$ cat src/hdl/lcdseq_pkg.sv
// Shared types and constants for the character LCD sequencer.
// Depends on nothing; the controller, the top level and the testbench import it.
`timescale 1ns / 1ps

package lcdseq_pkg;

  // HD44780 command bytes used by the power-up and display sequences.
  localparam logic [7:0] CMD_FUNC_SET   = 8'h38;
  localparam logic [7:0] CMD_ENTRY_MODE = 8'h06;
  localparam logic [7:0] CMD_DISP_ON    = 8'h0F;
  localparam logic [7:0] CMD_CLEAR      = 8'h01;
  localparam logic [7:0] CMD_DDRAM_ROW1 = 8'h80;
  localparam logic [7:0] CMD_DDRAM_ROW2 = 8'hC0;

  // Reset value of the power-up wait register.
  localparam logic [7:0] WAIT_TICKS_RST = 8'd10;

  // Item opcodes.
  localparam logic OP_TICK = 1'b0;
  localparam logic OP_LOAD = 1'b1;

  typedef enum logic [11:0] {
    PH_START     = 12'b0000_0000_0001,
    PH_INIT1     = 12'b0000_0000_0010,
    PH_WAITUP    = 12'b0000_0000_0100,
    PH_CMD_FUNC  = 12'b0000_0000_1000,
    PH_CMD_ENTRY = 12'b0000_0001_0000,
    PH_CMD_DISP  = 12'b0000_0010_0000,
    PH_CMD_CLEAR = 12'b0000_0100_0000,
    PH_READY     = 12'b0000_1000_0000,
    PH_CLR       = 12'b0001_0000_0000,
    PH_CURSOR    = 12'b0010_0000_0000,
    PH_CHAR      = 12'b0100_0000_0000,
    PH_HOLD      = 12'b1000_0000_0000
  } phase_t;

  // Where the data bus value of a transaction comes from.
  typedef enum logic [1:0] {
    DSEL_HOLD  = 2'd0,
    DSEL_CONST = 2'd1,
    DSEL_BUF   = 2'd2
  } dsel_t;

  // Bus and status state left by the latest accepted transaction.
  typedef struct packed {
    logic       rs;
    logic       e;
    logic       ready;
    dsel_t      dsel;
    logic [7:0] dconst;
  } lcdseq_status_t;

endpackage

$ cat src/hdl/lcdseq_ram.sv
// Generic single-write, single-read synchronous RAM with registered read data.
// Stand-alone; used for the character buffer.
`timescale 1ns / 1ps

module lcdseq_ram #(
  parameter int WIDTH = 8,
  parameter int DEPTH = 16
) (
  input  logic                     clk,
  input  logic                     we,
  input  logic [$clog2(DEPTH)-1:0] waddr,
  input  logic [WIDTH-1:0]         wdata,
  input  logic                     re,
  input  logic [$clog2(DEPTH)-1:0] raddr,
  output logic [WIDTH-1:0]         rdata
);

  logic [WIDTH-1:0] mem_r [DEPTH];
  logic [WIDTH-1:0] rdata_r;

  always_ff @(posedge clk) begin
    if (we) begin
      mem_r[waddr] <= wdata;
    end
    if (re) begin
      rdata_r <= mem_r[raddr];
    end
  end

  assign rdata = rdata_r;

endmodule

$ cat src/hdl/lcdseq_ctrl.sv
// Sequencer state machine: phase, step counter and the RS, E and ready latches.
// Depends on lcdseq_pkg.
`timescale 1ns / 1ps

module lcdseq_ctrl #(
  parameter int LINE_CHARS      = 16,
  parameter int FIRST_ROW_CHARS = 8
) (
  input  logic                    clk,
  input  logic                    rst_n,
  input  logic                    item_en,
  input  logic                    tick_en,
  input  logic                    go,
  input  logic [7:0]              wait_ticks,
  output logic                    rd_req,
  output logic [7:0]              rd_col,
  output lcdseq_pkg::lcdseq_status_t status
);
  import lcdseq_pkg::*;

  localparam logic [8:0] LINE_N  = 9'(LINE_CHARS);
  localparam logic [7:0] ROW1_N  = 8'(FIRST_ROW_CHARS);

  phase_t     phase_r, phase_nxt;
  logic [7:0] step_r, step_nxt;
  logic       rs_r, rs_nxt;
  logic       e_r, e_nxt;
  logic       rdy_r, rdy_nxt;
  dsel_t      dsel_r, dsel_nxt;
  logic [7:0] dconst_r, dconst_nxt;
  logic [8:0] step_inc;

  assign step_inc = {1'b0, step_r} + 9'd1;

  always_comb begin
    phase_nxt  = phase_r;
    step_nxt   = step_r;
    rs_nxt     = rs_r;
    e_nxt      = e_r;
    rdy_nxt    = rdy_r;
    dsel_nxt   = DSEL_HOLD;
    dconst_nxt = dconst_r;
    rd_req     = 1'b0;
    if (tick_en) begin
      // Leave the current phase.
      case (phase_r)
        PH_START: phase_nxt = PH_INIT1;
        PH_INIT1: begin
          phase_nxt = PH_WAITUP;
          step_nxt  = '0;
        end
        PH_WAITUP: phase_nxt = (step_r < wait_ticks) ? PH_WAITUP : PH_CMD_FUNC;
        PH_CMD_FUNC: begin
          phase_nxt = PH_CMD_ENTRY;
          e_nxt     = 1'b0;
        end
        PH_CMD_ENTRY: begin
          phase_nxt = PH_CMD_DISP;
          e_nxt     = 1'b0;
        end
        PH_CMD_DISP: begin
          phase_nxt = PH_CMD_CLEAR;
          e_nxt     = 1'b0;
        end
        PH_CMD_CLEAR: begin
          phase_nxt = PH_READY;
          e_nxt     = 1'b0;
        end
        PH_READY: begin
          if (go) begin
            rdy_nxt   = 1'b0;
            phase_nxt = PH_CLR;
          end
        end
        PH_CLR: begin
          phase_nxt = PH_CURSOR;
          e_nxt     = 1'b0;
          step_nxt  = '0;
        end
        PH_CURSOR: begin
          phase_nxt = PH_CHAR;
          e_nxt     = 1'b0;
        end
        PH_CHAR: begin
          e_nxt = 1'b0;
          if (step_inc < LINE_N) begin
            step_nxt  = step_inc[7:0];
            phase_nxt = PH_CURSOR;
          end else begin
            phase_nxt = PH_HOLD;
          end
        end
        PH_HOLD: phase_nxt = go ? PH_HOLD : PH_READY;
        default: phase_nxt = PH_INIT1;
      endcase

      // Act on entering the new phase.
      case (phase_nxt)
        PH_INIT1:  rdy_nxt = 1'b0;
        PH_WAITUP: step_nxt = step_nxt + 8'd1;
        PH_CMD_FUNC, PH_CMD_ENTRY, PH_CMD_DISP, PH_CMD_CLEAR, PH_CLR: begin
          rs_nxt   = 1'b0;
          e_nxt    = 1'b1;
          dsel_nxt = DSEL_CONST;
          case (phase_nxt)
            PH_CMD_FUNC:  dconst_nxt = CMD_FUNC_SET;
            PH_CMD_ENTRY: dconst_nxt = CMD_ENTRY_MODE;
            PH_CMD_DISP:  dconst_nxt = CMD_DISP_ON;
            default:      dconst_nxt = CMD_CLEAR;
          endcase
        end
        PH_READY: rdy_nxt = 1'b1;
        PH_CURSOR: begin
          rs_nxt   = 1'b0;
          e_nxt    = 1'b1;
          dsel_nxt = DSEL_CONST;
          if (step_nxt < ROW1_N) begin
            dconst_nxt = CMD_DDRAM_ROW1 + step_nxt;
          end else begin
            dconst_nxt = CMD_DDRAM_ROW2 + step_nxt - ROW1_N;
          end
        end
        PH_CHAR: begin
          rs_nxt   = 1'b1;
          e_nxt    = 1'b1;
          dsel_nxt = DSEL_BUF;
          rd_req   = 1'b1;
        end
        default: ;
      endcase
    end
  end

  assign rd_col = step_nxt;

  always_ff @(posedge clk) begin
    if (!rst_n) begin
      phase_r  <= PH_START;
      step_r   <= '0;
      rs_r     <= 1'b0;
      e_r      <= 1'b0;
      rdy_r    <= 1'b0;
      dsel_r   <= DSEL_HOLD;
      dconst_r <= '0;
    end else if (item_en) begin
      phase_r  <= phase_nxt;
      step_r   <= step_nxt;
      rs_r     <= rs_nxt;
      e_r      <= e_nxt;
      rdy_r    <= rdy_nxt;
      dsel_r   <= dsel_nxt;
      dconst_r <= dconst_nxt;
    end
  end

  assign status = '{rs: rs_r, e: e_r, ready: rdy_r, dsel: dsel_r, dconst: dconst_r};

  // While the display run is going, the step counter stays inside the buffer.
  a_step_in_line: assert property (@(posedge clk) disable iff (!rst_n)
    (phase_r == PH_CURSOR || phase_r == PH_CHAR) |-> ({1'b0, step_r} < LINE_N))
    else $error("step counter left the character line");

  // Ready is only ever raised in the ready phase.
  a_ready_phase: assert property (@(posedge clk) disable iff (!rst_n)
    $rose(rdy_r) |-> (phase_r == PH_READY))
    else $error("ready raised outside the ready phase");

endmodule

$ cat src/hdl/char_lcd_init_and_write_sequencer.sv
// Top level of the character LCD sequencer: handshakes, configuration register,
// character buffer memory and result register. Depends on lcdseq_pkg,
// lcdseq_ram and lcdseq_ctrl.
`timescale 1ns / 1ps

// Drives an HD44780-style character LCD over its 8-bit bus. Every transaction
// on the input channel is either a timer tick (opcode 0), which advances the
// sequencer by one step, or a character load (opcode 1), which writes one
// position of the character buffer. Each input transaction yields exactly one
// result transaction carrying the bus state after it: data byte, RS, E and a
// ready flag. After reset the block waits cfg-programmed power-up ticks (a value
// of zero behaves as one), sends function set, entry mode, display on and clear,
// and raises ready. A tick with go high while ready clears the display and then
// writes every buffer position as a cursor command followed by a data write,
// and waits for go to drop. Loads to positions beyond the line are ignored; the
// buffer reads as all zero after reset until written, with no clearing pass.
// One transaction is accepted per clock cycle while results are taken. An
// accepted transaction passes the read stage, where the buffer memory read
// completes, and then the result register. While a result waits for out_ready
// the read stage still takes one more transaction; after that in_ready stays
// low until the result is taken. The power-up wait register should be written
// only while the block is idle.
module char_lcd_init_and_write_sequencer #(
  parameter int LINE_CHARS      = 16,
  parameter int FIRST_ROW_CHARS = 8
) (
  input  logic       clk,
  input  logic       rst_n,
  input  logic       cfg_wr_en,
  input  logic [7:0] cfg_wr_data,
  input  logic       in_valid,
  output logic       in_ready,
  input  logic       in_opcode,
  input  logic       in_go,
  input  logic [3:0] in_char_index,
  input  logic [7:0] in_char_value,
  output logic       out_valid,
  input  logic       out_ready,
  output logic [7:0] out_bus_data,
  output logic       out_lcd_rs,
  output logic       out_lcd_e,
  output logic       out_ready_res
);
  import lcdseq_pkg::*;

  localparam int AW = (LINE_CHARS > 1) ? $clog2(LINE_CHARS) : 1;
  localparam logic [6:0] LINE_N = 7'(LINE_CHARS);

  logic           [7:0] wait_ticks_r;
  logic                 in_acc;
  logic                 tick_en;
  logic                 load_en;
  logic           [6:0] idx_ext;
  logic        [AW-1:0] waddr;
  logic                 rd_req;
  logic           [7:0] rd_col;
  logic        [AW-1:0] raddr;
  logic           [7:0] rdata;
  lcdseq_status_t       status;
  logic [LINE_CHARS-1:0] vld_r;
  logic                 vld_rd_r;
  logic                 p_vld_r;
  logic                 advance;
  logic                 out_valid_r;
  logic           [7:0] out_bus_data_r, out_bus_data_nxt;
  logic                 out_lcd_rs_r;
  logic                 out_lcd_e_r;
  logic                 out_ready_res_r;

  // Configuration register.
  always_ff @(posedge clk) begin
    if (!rst_n) begin
      wait_ticks_r <= WAIT_TICKS_RST;
    end else if (cfg_wr_en) begin
      wait_ticks_r <= cfg_wr_data;
    end
  end

  // The result register moves when empty or taken; the read stage in front of
  // it moves whenever the result register does, so an item is taken every
  // cycle as long as results are taken.
  assign advance  = !out_valid_r || out_ready;
  assign in_ready = !p_vld_r || advance;
  assign in_acc   = in_valid && in_ready;
  assign tick_en  = in_acc && (in_opcode == OP_TICK);

  // Loads outside the line are dropped.
  assign idx_ext = {3'b000, in_char_index};
  assign waddr   = idx_ext[AW-1:0];
  assign load_en = in_acc && (in_opcode == OP_LOAD) && (idx_ext < LINE_N);

  lcdseq_ctrl #(
    .LINE_CHARS      (LINE_CHARS),
    .FIRST_ROW_CHARS (FIRST_ROW_CHARS)
  ) u_ctrl (
    .clk        (clk),
    .rst_n      (rst_n),
    .item_en    (in_acc),
    .tick_en    (tick_en),
    .go         (in_go),
    .wait_ticks (wait_ticks_r),
    .rd_req     (rd_req),
    .rd_col     (rd_col),
    .status     (status)
  );

  // Character buffer. The next step count is below the line length whenever a
  // character write is due, so its low bits address the memory directly.
  assign raddr = rd_col[AW-1:0];

  lcdseq_ram #(
    .WIDTH (8),
    .DEPTH (LINE_CHARS)
  ) u_buf (
    .clk   (clk),
    .we    (load_en),
    .waddr (waddr),
    .wdata (in_char_value),
    .re    (rd_req),
    .raddr (raddr),
    .rdata (rdata)
  );

  // Per-entry written flags stand in for the reset clear of the buffer: an
  // entry never loaded since reset reads as zero. A read and a write never
  // share a cycle, since each comes from a different transaction.
  always_ff @(posedge clk) begin
    if (!rst_n) begin
      vld_r <= '0;
    end else if (load_en) begin
      vld_r[waddr] <= 1'b1;
    end
  end

  always_ff @(posedge clk) begin
    if (rd_req) begin
      vld_rd_r <= vld_r[raddr];
    end
  end

  // Read stage: holds one accepted transaction while its buffer read completes.
  always_ff @(posedge clk) begin
    if (!rst_n) begin
      p_vld_r <= 1'b0;
    end else if (in_acc) begin
      p_vld_r <= 1'b1;
    end else if (advance) begin
      p_vld_r <= 1'b0;
    end
  end

  // The result data register is also the data bus latch: a transaction that
  // does not drive the bus shows the byte held from the one before.
  always_comb begin
    case (status.dsel)
      DSEL_CONST: out_bus_data_nxt = status.dconst;
      DSEL_BUF:   out_bus_data_nxt = vld_rd_r ? rdata : 8'h00;
      default:    out_bus_data_nxt = out_bus_data_r;
    endcase
  end

  always_ff @(posedge clk) begin
    if (!rst_n) begin
      out_valid_r     <= 1'b0;
      out_bus_data_r  <= '0;
      out_lcd_rs_r    <= 1'b0;
      out_lcd_e_r     <= 1'b0;
      out_ready_res_r <= 1'b0;
    end else if (advance) begin
      out_valid_r <= p_vld_r;
      if (p_vld_r) begin
        out_bus_data_r  <= out_bus_data_nxt;
        out_lcd_rs_r    <= status.rs;
        out_lcd_e_r     <= status.e;
        out_ready_res_r <= status.ready;
      end
    end
  end

  assign out_valid     = out_valid_r;
  assign out_bus_data  = out_bus_data_r;
  assign out_lcd_rs    = out_lcd_rs_r;
  assign out_lcd_e     = out_lcd_e_r;
  assign out_ready_res = out_ready_res_r;

  // A buffer read always belongs to a character data write.
  a_read_is_char: assert property (@(posedge clk) disable iff (!rst_n)
    rd_req |=> (status.dsel == DSEL_BUF) && status.rs && status.e)
    else $error("buffer read issued for a transaction that is not a data write");

  // The read stage is never dropped while the result register is blocked.
  a_stage_holds: assert property (@(posedge clk) disable iff (!rst_n)
    (p_vld_r && !advance) |=> p_vld_r && $stable(status))
    else $error("read stage lost its transaction under back-pressure");

  // While ready is reported no enable pulse is on the bus.
  a_ready_no_strobe: assert property (@(posedge clk) disable iff (!rst_n)
    (out_valid_r && out_ready_res_r) |-> !out_lcd_e_r)
    else $error("enable strobe high while reporting ready");

  // A blocked result keeps its data byte.
  a_out_stable: assert property (@(posedge clk) disable iff (!rst_n)
    (out_valid_r && !out_ready) |=> $stable(out_bus_data_r))
    else $error("result data changed while stalled");

endmodule

$ cat config.mk
export PLATFORM = sky130hd
export DESIGN_NAME = char_lcd_init_and_write_sequencer
export DESIGN_NICKNAME = d
export VERILOG_FILES = /design/src/hdl/lcdseq_pkg.sv /design/src/hdl/lcdseq_ram.sv /design/src/hdl/lcdseq_ctrl.sv /design/src/hdl/char_lcd_init_and_write_sequencer.sv
export SDC_FILE = /design/constraint.sdc
export NUM_CORES = 1
export LEC_CHECK = 0
export BUFFER_PORTS_ARGS = -buffer_cell sky130_fd_sc_hd__clkbuf_2
export CELL_PAD_IN_SITES_DETAIL_PLACEMENT = 0
export CELL_PAD_IN_SITES_GLOBAL_PLACEMENT = 1
export CORE_MARGIN = 3
export CORE_UTILIZATION = 36
export DETAILED_ROUTE_END_ITERATION = 16
export HOLD_SLACK_MARGIN = 0.03
export PLACE_DENSITY = 0.62
export REMOVE_ABC_BUFFERS = 1
export SYNTH_ARGS = -nofsm -noshare
export SYNTH_HDL_FRONTEND = slang
export SYNTH_SLANG_ARGS = --single-unit
$ cat constraint.sdc
create_clock -name clk -period 3.9 [get_ports clk]
set_input_delay 0.78 -clock clk [delete_from_list [all_inputs] [get_ports clk]]
set_output_delay 0.78 -clock clk [all_outputs]
set_load 0.02 [all_outputs]
[After elaboration in Yosys (flattened, before gate mapping)]
Memories as Yosys holds them, arrays and structs flattened. A register that Yosys moved wholly into a read port is not among the register bits.
Cells that the tools add are included.
Word-level totals
  memories: 1
  logic and storage cells: 117
  input bits: 27
  output and inout bits: 13
  bits in registers: 71
  memory bits (writable): 128
Operators by class
  muxes and demuxes: 34
  $lt $le $gt $ge: 7
  add/subtract/negate cells: 5
  equality and inequality tests: 23
  bitwise operators: 2
  reductions and logical operators: 28
Memory list
  u_buf.mem_r: words 16, bits a word 8, read ports 1, clocked after memory_dff 1, write ports 1, RTL line lcdseq_ram.sv:18  | logic [WIDTH-1:0] mem_r [DEPTH];
Operator list (count)
  $pmux 12 s11: 1
  $mux 12: 4
  $pmux 8 s2: 3
  $mux 8: 5
  $eq 12x10->1 const B: 2
  $eq 12x11->1 const B: 2
  $eq 12x2->1 const B: 2
  $eq 12x3->1 const B: 2
  $eq 12x4->1 const B: 2
  $eq 12x5->1 const B: 2
  $eq 12x6->1 const B: 2
  $eq 12x7->1 const B: 2
  $eq 12x8->1 const B: 2
  $eq 12x9->1 const B: 2
  $pmux 6 s3: 1
  $add 8x8->8 const A: 2
  $or 16x16->16: 1
  $lt 4x5->1 const B: 3
  $reduce_or 7->1: 2
  $eq 12x12->1 const B: 1
  $mux 1: 12
  $reduce_and 3->1: 4
  $reduce_bool 2->1: 5
  $add 8x1->9 const B: 1
  24 further kinds: 34

[Logic depth before layout (Yosys ltp)]
  depth after elaboration: 11
  depth in mapped cells: 15
  mapped depth without buffers: 13

[By module]
A second synthesis with hierarchy kept.
Second synthesis, totals
  cell total of the unflattened synthesis: 718
  area, all modules: 9283.9 um2
Modules (own cells, without submodules)
  lcdseq_ram: instances 1, cells an instance 229, sequential area each 4083.9 um2, area an instance 5227.5 um2
  lcdseq_ctrl: instances 1, cells an instance 319, sequential area each 660.6 um2, area an instance 2439.8 um2
  char_lcd_init_and_write_sequencer: instances 1, cells an instance 170, sequential area each 770.7 um2, area an instance 1616.6 um2

[Worst setup path after synthesis]
Ideal clock, no wire load.
  path kind: register -> register
  from: register u_ctrl.phase_r[1]
  to: register vld_rd_r (data pin)
  library setup time: 0.261 ns
  data arrival time: 3.828 ns
  stages on the path, launching flop included: 15
  path buffers: 2
  path slack: -0.189 ns
  period minus slack after synthesis: 4.089 ns
  path through: dfxtp_1 -> buf_6 -> or4_4 -> or4_4 -> nor3_1 -> mux2i_4 -> inv_1 -> ha_1 -> a211oi_1 -> or2_2 -> nor2_1 -> clkbuf_1 -> a221oi_1 -> o22ai_1 -> a221o_1
Between the ends
  word-level cells in the longest chain between the ends: 9
Ends and longest elaborated chain
  start, declared: RTL line lcdseq_ctrl.sv:24  | phase_t phase_r, phase_nxt;
  start signal, assigned: RTL line lcdseq_ctrl.sv:146  | phase_r <= phase_nxt;
  $eq 12x2->1 or $eq 12x9->1 (tied branches): RTL line lcdseq_ctrl.sv:46  | case (phase_r)
  $reduce_or 2->1 (no line)
  $pmux 8 s2: RTL line lcdseq_ctrl.sv:46
  $mux 8: RTL line lcdseq_ctrl.sv:44  | if (tick_en) begin
  $add 8x1->8: RTL line lcdseq_ctrl.sv:100  | PH_WAITUP: step_nxt = step_nxt + 8'd1;
  $mux 8 (*): RTL line lcdseq_ctrl.sv:98  | case (phase_nxt)
  $mux 4 (*): RTL line lcdseq_ctrl.sv:44
  $bmux 1 s4 (*): RTL line char_lcd_init_and_write_sequencer.sv:137  | vld_rd_r <= vld_r[raddr];
  $mux 1 (not written as such) (*): RTL line char_lcd_init_and_write_sequencer.sv:137
  end signal, assigned: RTL line char_lcd_init_and_write_sequencer.sv:137
  end, declared: RTL line char_lcd_init_and_write_sequencer.sv:61  | logic vld_rd_r;
Every way passes the cells marked *; elsewhere a longest branch is shown, timed or not. The select of a mux whose other input is x is not followed.
A chain may end at the register's enable or synchronous reset.

[Worst setup path after layout]
  from: register u_ctrl.phase_r[6]
  to: register u_buf.rdata_r[7] (netlist: u_buf.rdata[7]) (read register of u_buf.mem_r) (data pin)
Between the ends
  word-level cells in the longest chain between the ends: 7
Ends and longest elaborated chain
  $eq 12x2->1 or $eq 12x9->1 (tied branches): RTL line lcdseq_ctrl.sv:46
  $reduce_or 2->1 (no line)
  $pmux 8 s2: RTL line lcdseq_ctrl.sv:46
  $mux 8: RTL line lcdseq_ctrl.sv:44
  $add 8x1->8: RTL line lcdseq_ctrl.sv:100
  $mux 8: RTL line lcdseq_ctrl.sv:98
  $mux 4: RTL line lcdseq_ctrl.sv:44
  end, declared: RTL line lcdseq_ram.sv:19  | logic [WIDTH-1:0] rdata_r;
Parallel ways exist; a longest one is shown, timed or not. The select of a mux whose other input is x is not followed.

==> results.yml <==
global_routing:
  grt_pass1_vias: 7108
  grt.total_usage_pct: 18.3
  grt-ovfl-total: 0
  grt_max_degree: 63
  grt_pass1_wl_um: 40500
  antenna_found_initial: 0
drt:
  detail_route.wl_per_cell_um: 21.7
  routed_wl_um: 27300
  firstDrtPassIters: 5
  vias_per_cell: 5.82
  drtAntennaViolNets: 0
  drcViolationCount: 0
  vias: 7324
  drt_iter0_markers: 612
synthesis:
  postSynthAreaPerCell_sq_um: 11.6
  ys_ff_latch: 207
  synth-main-ff-cell: "edfxtp_1"
  syn-cell-area_sq_um: 9450
  synth_cell_types: 71
  synthArstFlopShare_pct: 0
  synth_edf_count: 137
  synthCells: 818
  ys_warn_count: 0
  ys_seq_area_share_pct: 58.4
sta:
  drv_slew: 0
  worst_slew_pin_slew_ps: 1140
  max_freq_ghz: 0.263
  setup_ws_ps: 92.1
  setup_violations: 0
  min_period_ps: 3810
  post-route-period-util_pct: 97.6
  final_hold_viol_count: 0
  fin_skew_ps: 10.9
  holdWs_ps: 458
  slew_headroom_pct: 24.3
status:
  status: "finished clean"
layout:
  finalNonFillerCells: 1258
  final_cell_mix: "137 x edfxtp_1, 95 x nor2_1, 70 x dfxtp_1"
  antennaDiodeCount: 0
  final_common_cell: "edfxtp_1"
  syn2layout_area_growth_pct: 23.0
  nets: 950
  drive_above_1_share_pct: 24.1
  design_area_sq_um: 11600
  fin_util_pct: 45.6
place:
  gp_congestion: 0.846
  dp_slack_ps: -17.2
  hpwl_um: 17600
  dp.cells: 1208
  postPlaceCellArea_sq_um: 10400
  port_buffers: 39
critical_path:
  worstSetupPathType: "flop to flop"
  cp_data_arrival_time_ps: 4070
  required_ps: 4160
  crit_path_end_kind: "flop"
  crit_path_start_kind: "flop"
  critPathMaxFanout: 8
cts:
  path_clk_slew_ps: 60
  clock_tree.root_cell: "clkbuf_16"
  clockBufferDepth: 3
  clk_latency_ps: 520
  clock_tree.htree_level_count: 1
  cts_buffers: 24
  cts_sinks: 207
  cts_tree: "done"
die:
  fp-row-count: 58
  die_area_sq_um: 28200
  pin_count: 40
  die_x_um: 168
  design.core.area_sq_um: 25500
  dieHeight_um: 168
  initial_utilization_pct: 37.1
power:
  combPwrFrac_pct: 7.0
  p_int_w: 0.00389
  pwr-share-seq_pct: 47.4
  switching_share_pct: 22.5
  total_leakage_power_nw: 4.22
  ir_worst_vdd_mv: 0.309
  p_switching_w: 0.00113
  powerDensity_nw_per_um2: 432
  p_clk_share_pct: 45.6
min_path:
  holdCritPathClass: "flop to flop"
run:
  maxCapViolations: 0
[power groups by stage]
stage	Sequential [W]	Combinational (W)	Clock [W]
floorplan	0.00242	0.000166	0
global placement	0.00242	0.000294	0
detailed placement	0.00243	0.000302	0
CTS	0.00238	0.000305	0.00234
global route	0.00238	0.000381	0.00244
finish	0.00238	0.000352	0.00229
[layout make-up]
class                   count  area, sq um
well taps                 330          413
inverters                  20         80.1
repair buffers            111          820
clock buffers              28          616
clock inverters            15          194
flip-flops and latches    207         5520
multi-input cells         547         3980
fillers                  2289        13900
[Yosys cell counts, drive strengths merged, types with 3 or more instances]
cell,n,area share (%)
o221ai,28,2.6
nor4,6,0.62
o22ai,5,0.33
clkbuf,34,1.4
a21oi,33,1.7
nand2,65,2.6
inv,19,0.75
nand3,11,0.58
or2,4,0.26
ha,12,1.6
o21a,4,0.32
a211oi,12,0.95
nor3b,8,0.64
mux2i,45,4.9
dfxtp,70,15
xor2,3,0.28
nor2,100,4.2
and2,6,0.40
o21ai,25,1.4
a31oi,11,0.73
nand4,11,0.73
o31ai,3,0.38
or4,4,0.48
edfxtp,137,44
a22oi,4,0.32
nor3,16,0.97
buf,11,0.77
o211ai,3,0.24
nor2b,9,0.60
a221oi,63,5.8
nand2b,9,0.60
and4,11,1.0
[final timing paths]
| check | to | depth (start not counted) | startpoint | slack (ps) |
|---|---|---|---|---|
| setup / recovery | u_buf.rdata[7]$_DFFE_PP_ | 10 | u_ctrl.phase_r[6]$_SDFFE_PN0P_ | 90 |
| hold reg to reg | u_ctrl.rdy_r$_SDFFE_PN0P_ | 2 | u_ctrl.rdy_r$_SDFFE_PN0P_ | 460 |
| hold / removal | u_ctrl.rdy_r$_SDFFE_PN0P_ | 2 | u_ctrl.rdy_r$_SDFFE_PN0P_ | 460 |
| setup reg to reg | u_buf.rdata[7]$_DFFE_PP_ | 10 | u_ctrl.phase_r[6]$_SDFFE_PN0P_ | 90 |
[cell families (layout without fill, tap and decap cells)]
family | count (synthesis) | count (layout) | synth area share (%)
buffers and inverters | 65 | 174 | 2.97
multiplexers | 46 | 46 | 5.10
XOR/XNOR | 5 | 5 | 0.464
AO/OA/AOI/OAI | 215 | 215 | 17.2
AND/OR/NAND/NOR | 268 | 269 | 14.3
adder cells (fa/ha/maj) | 12 | 12 | 1.59
flip-flops | 207 | 207 | 58.4
[timing repair]
action	in CTS	in global routing
cloned	0	3
hold buffers	0	0
setup endpoints to repair	9	9
pin swaps	0	9
gates resized for setup	4	55
setup buffers	0	5
[registers in the layout (all words and copies together), names as in the netlist]
name,count
out_bus_data,8
out_lcd_e,1
out_lcd_rs,1
out_ready_res,1
out_valid,1
p_vld_r,1
u_buf.mem_r,128
u_buf.rdata,8
u_ctrl.dconst_r,8
u_ctrl.dsel_r,2
u_ctrl.e_r,1
u_ctrl.phase_r,12
u_ctrl.rdy_r,1
u_ctrl.rs_r,1
u_ctrl.step_r,8
vld_r,16
vld_rd_r,1
wait_ticks_r,8
[critical path, cell delays in order, from the launching register on]
cell and delay [ps]:
dfxtp_1 310, or4_4 580, or4_4 600, or4_4 500
mux2_4 330, clkinv_4 60, and4_4 230, o31ai_4 120
nor2_4 430, o221ai_2 180, and4_1 230
[per-stage QoR]
stage / total power, W / TNS, ps
floorplan: 0.00259 / -18110
global placement: 0.00272 / -53.1
detailed placement: 0.00273 / -54.5
CTS: 0.00502 / 0
global route: 0.00520 / -123
finish: 0.00502 / 0
[per-layer routing]
| metal | up-vias | global-route usage, % | wire length [um] | part of all wire, % |
|---|---|---|---|---|
| li1 | 3405 | - | - | - |
| met1 | 3640 | 25.2 | 12200 | 45 |
| met2 | 240 | 30.5 | 13000 | 48 |
| met3 | 39 | 2.82 | 1610 | 5.9 |
| met4 | 0 | 4.30 | 489 | 1.8 |
| met5 | - | 0 | 0 | 0 |
(Power assumes the default switching activity.)
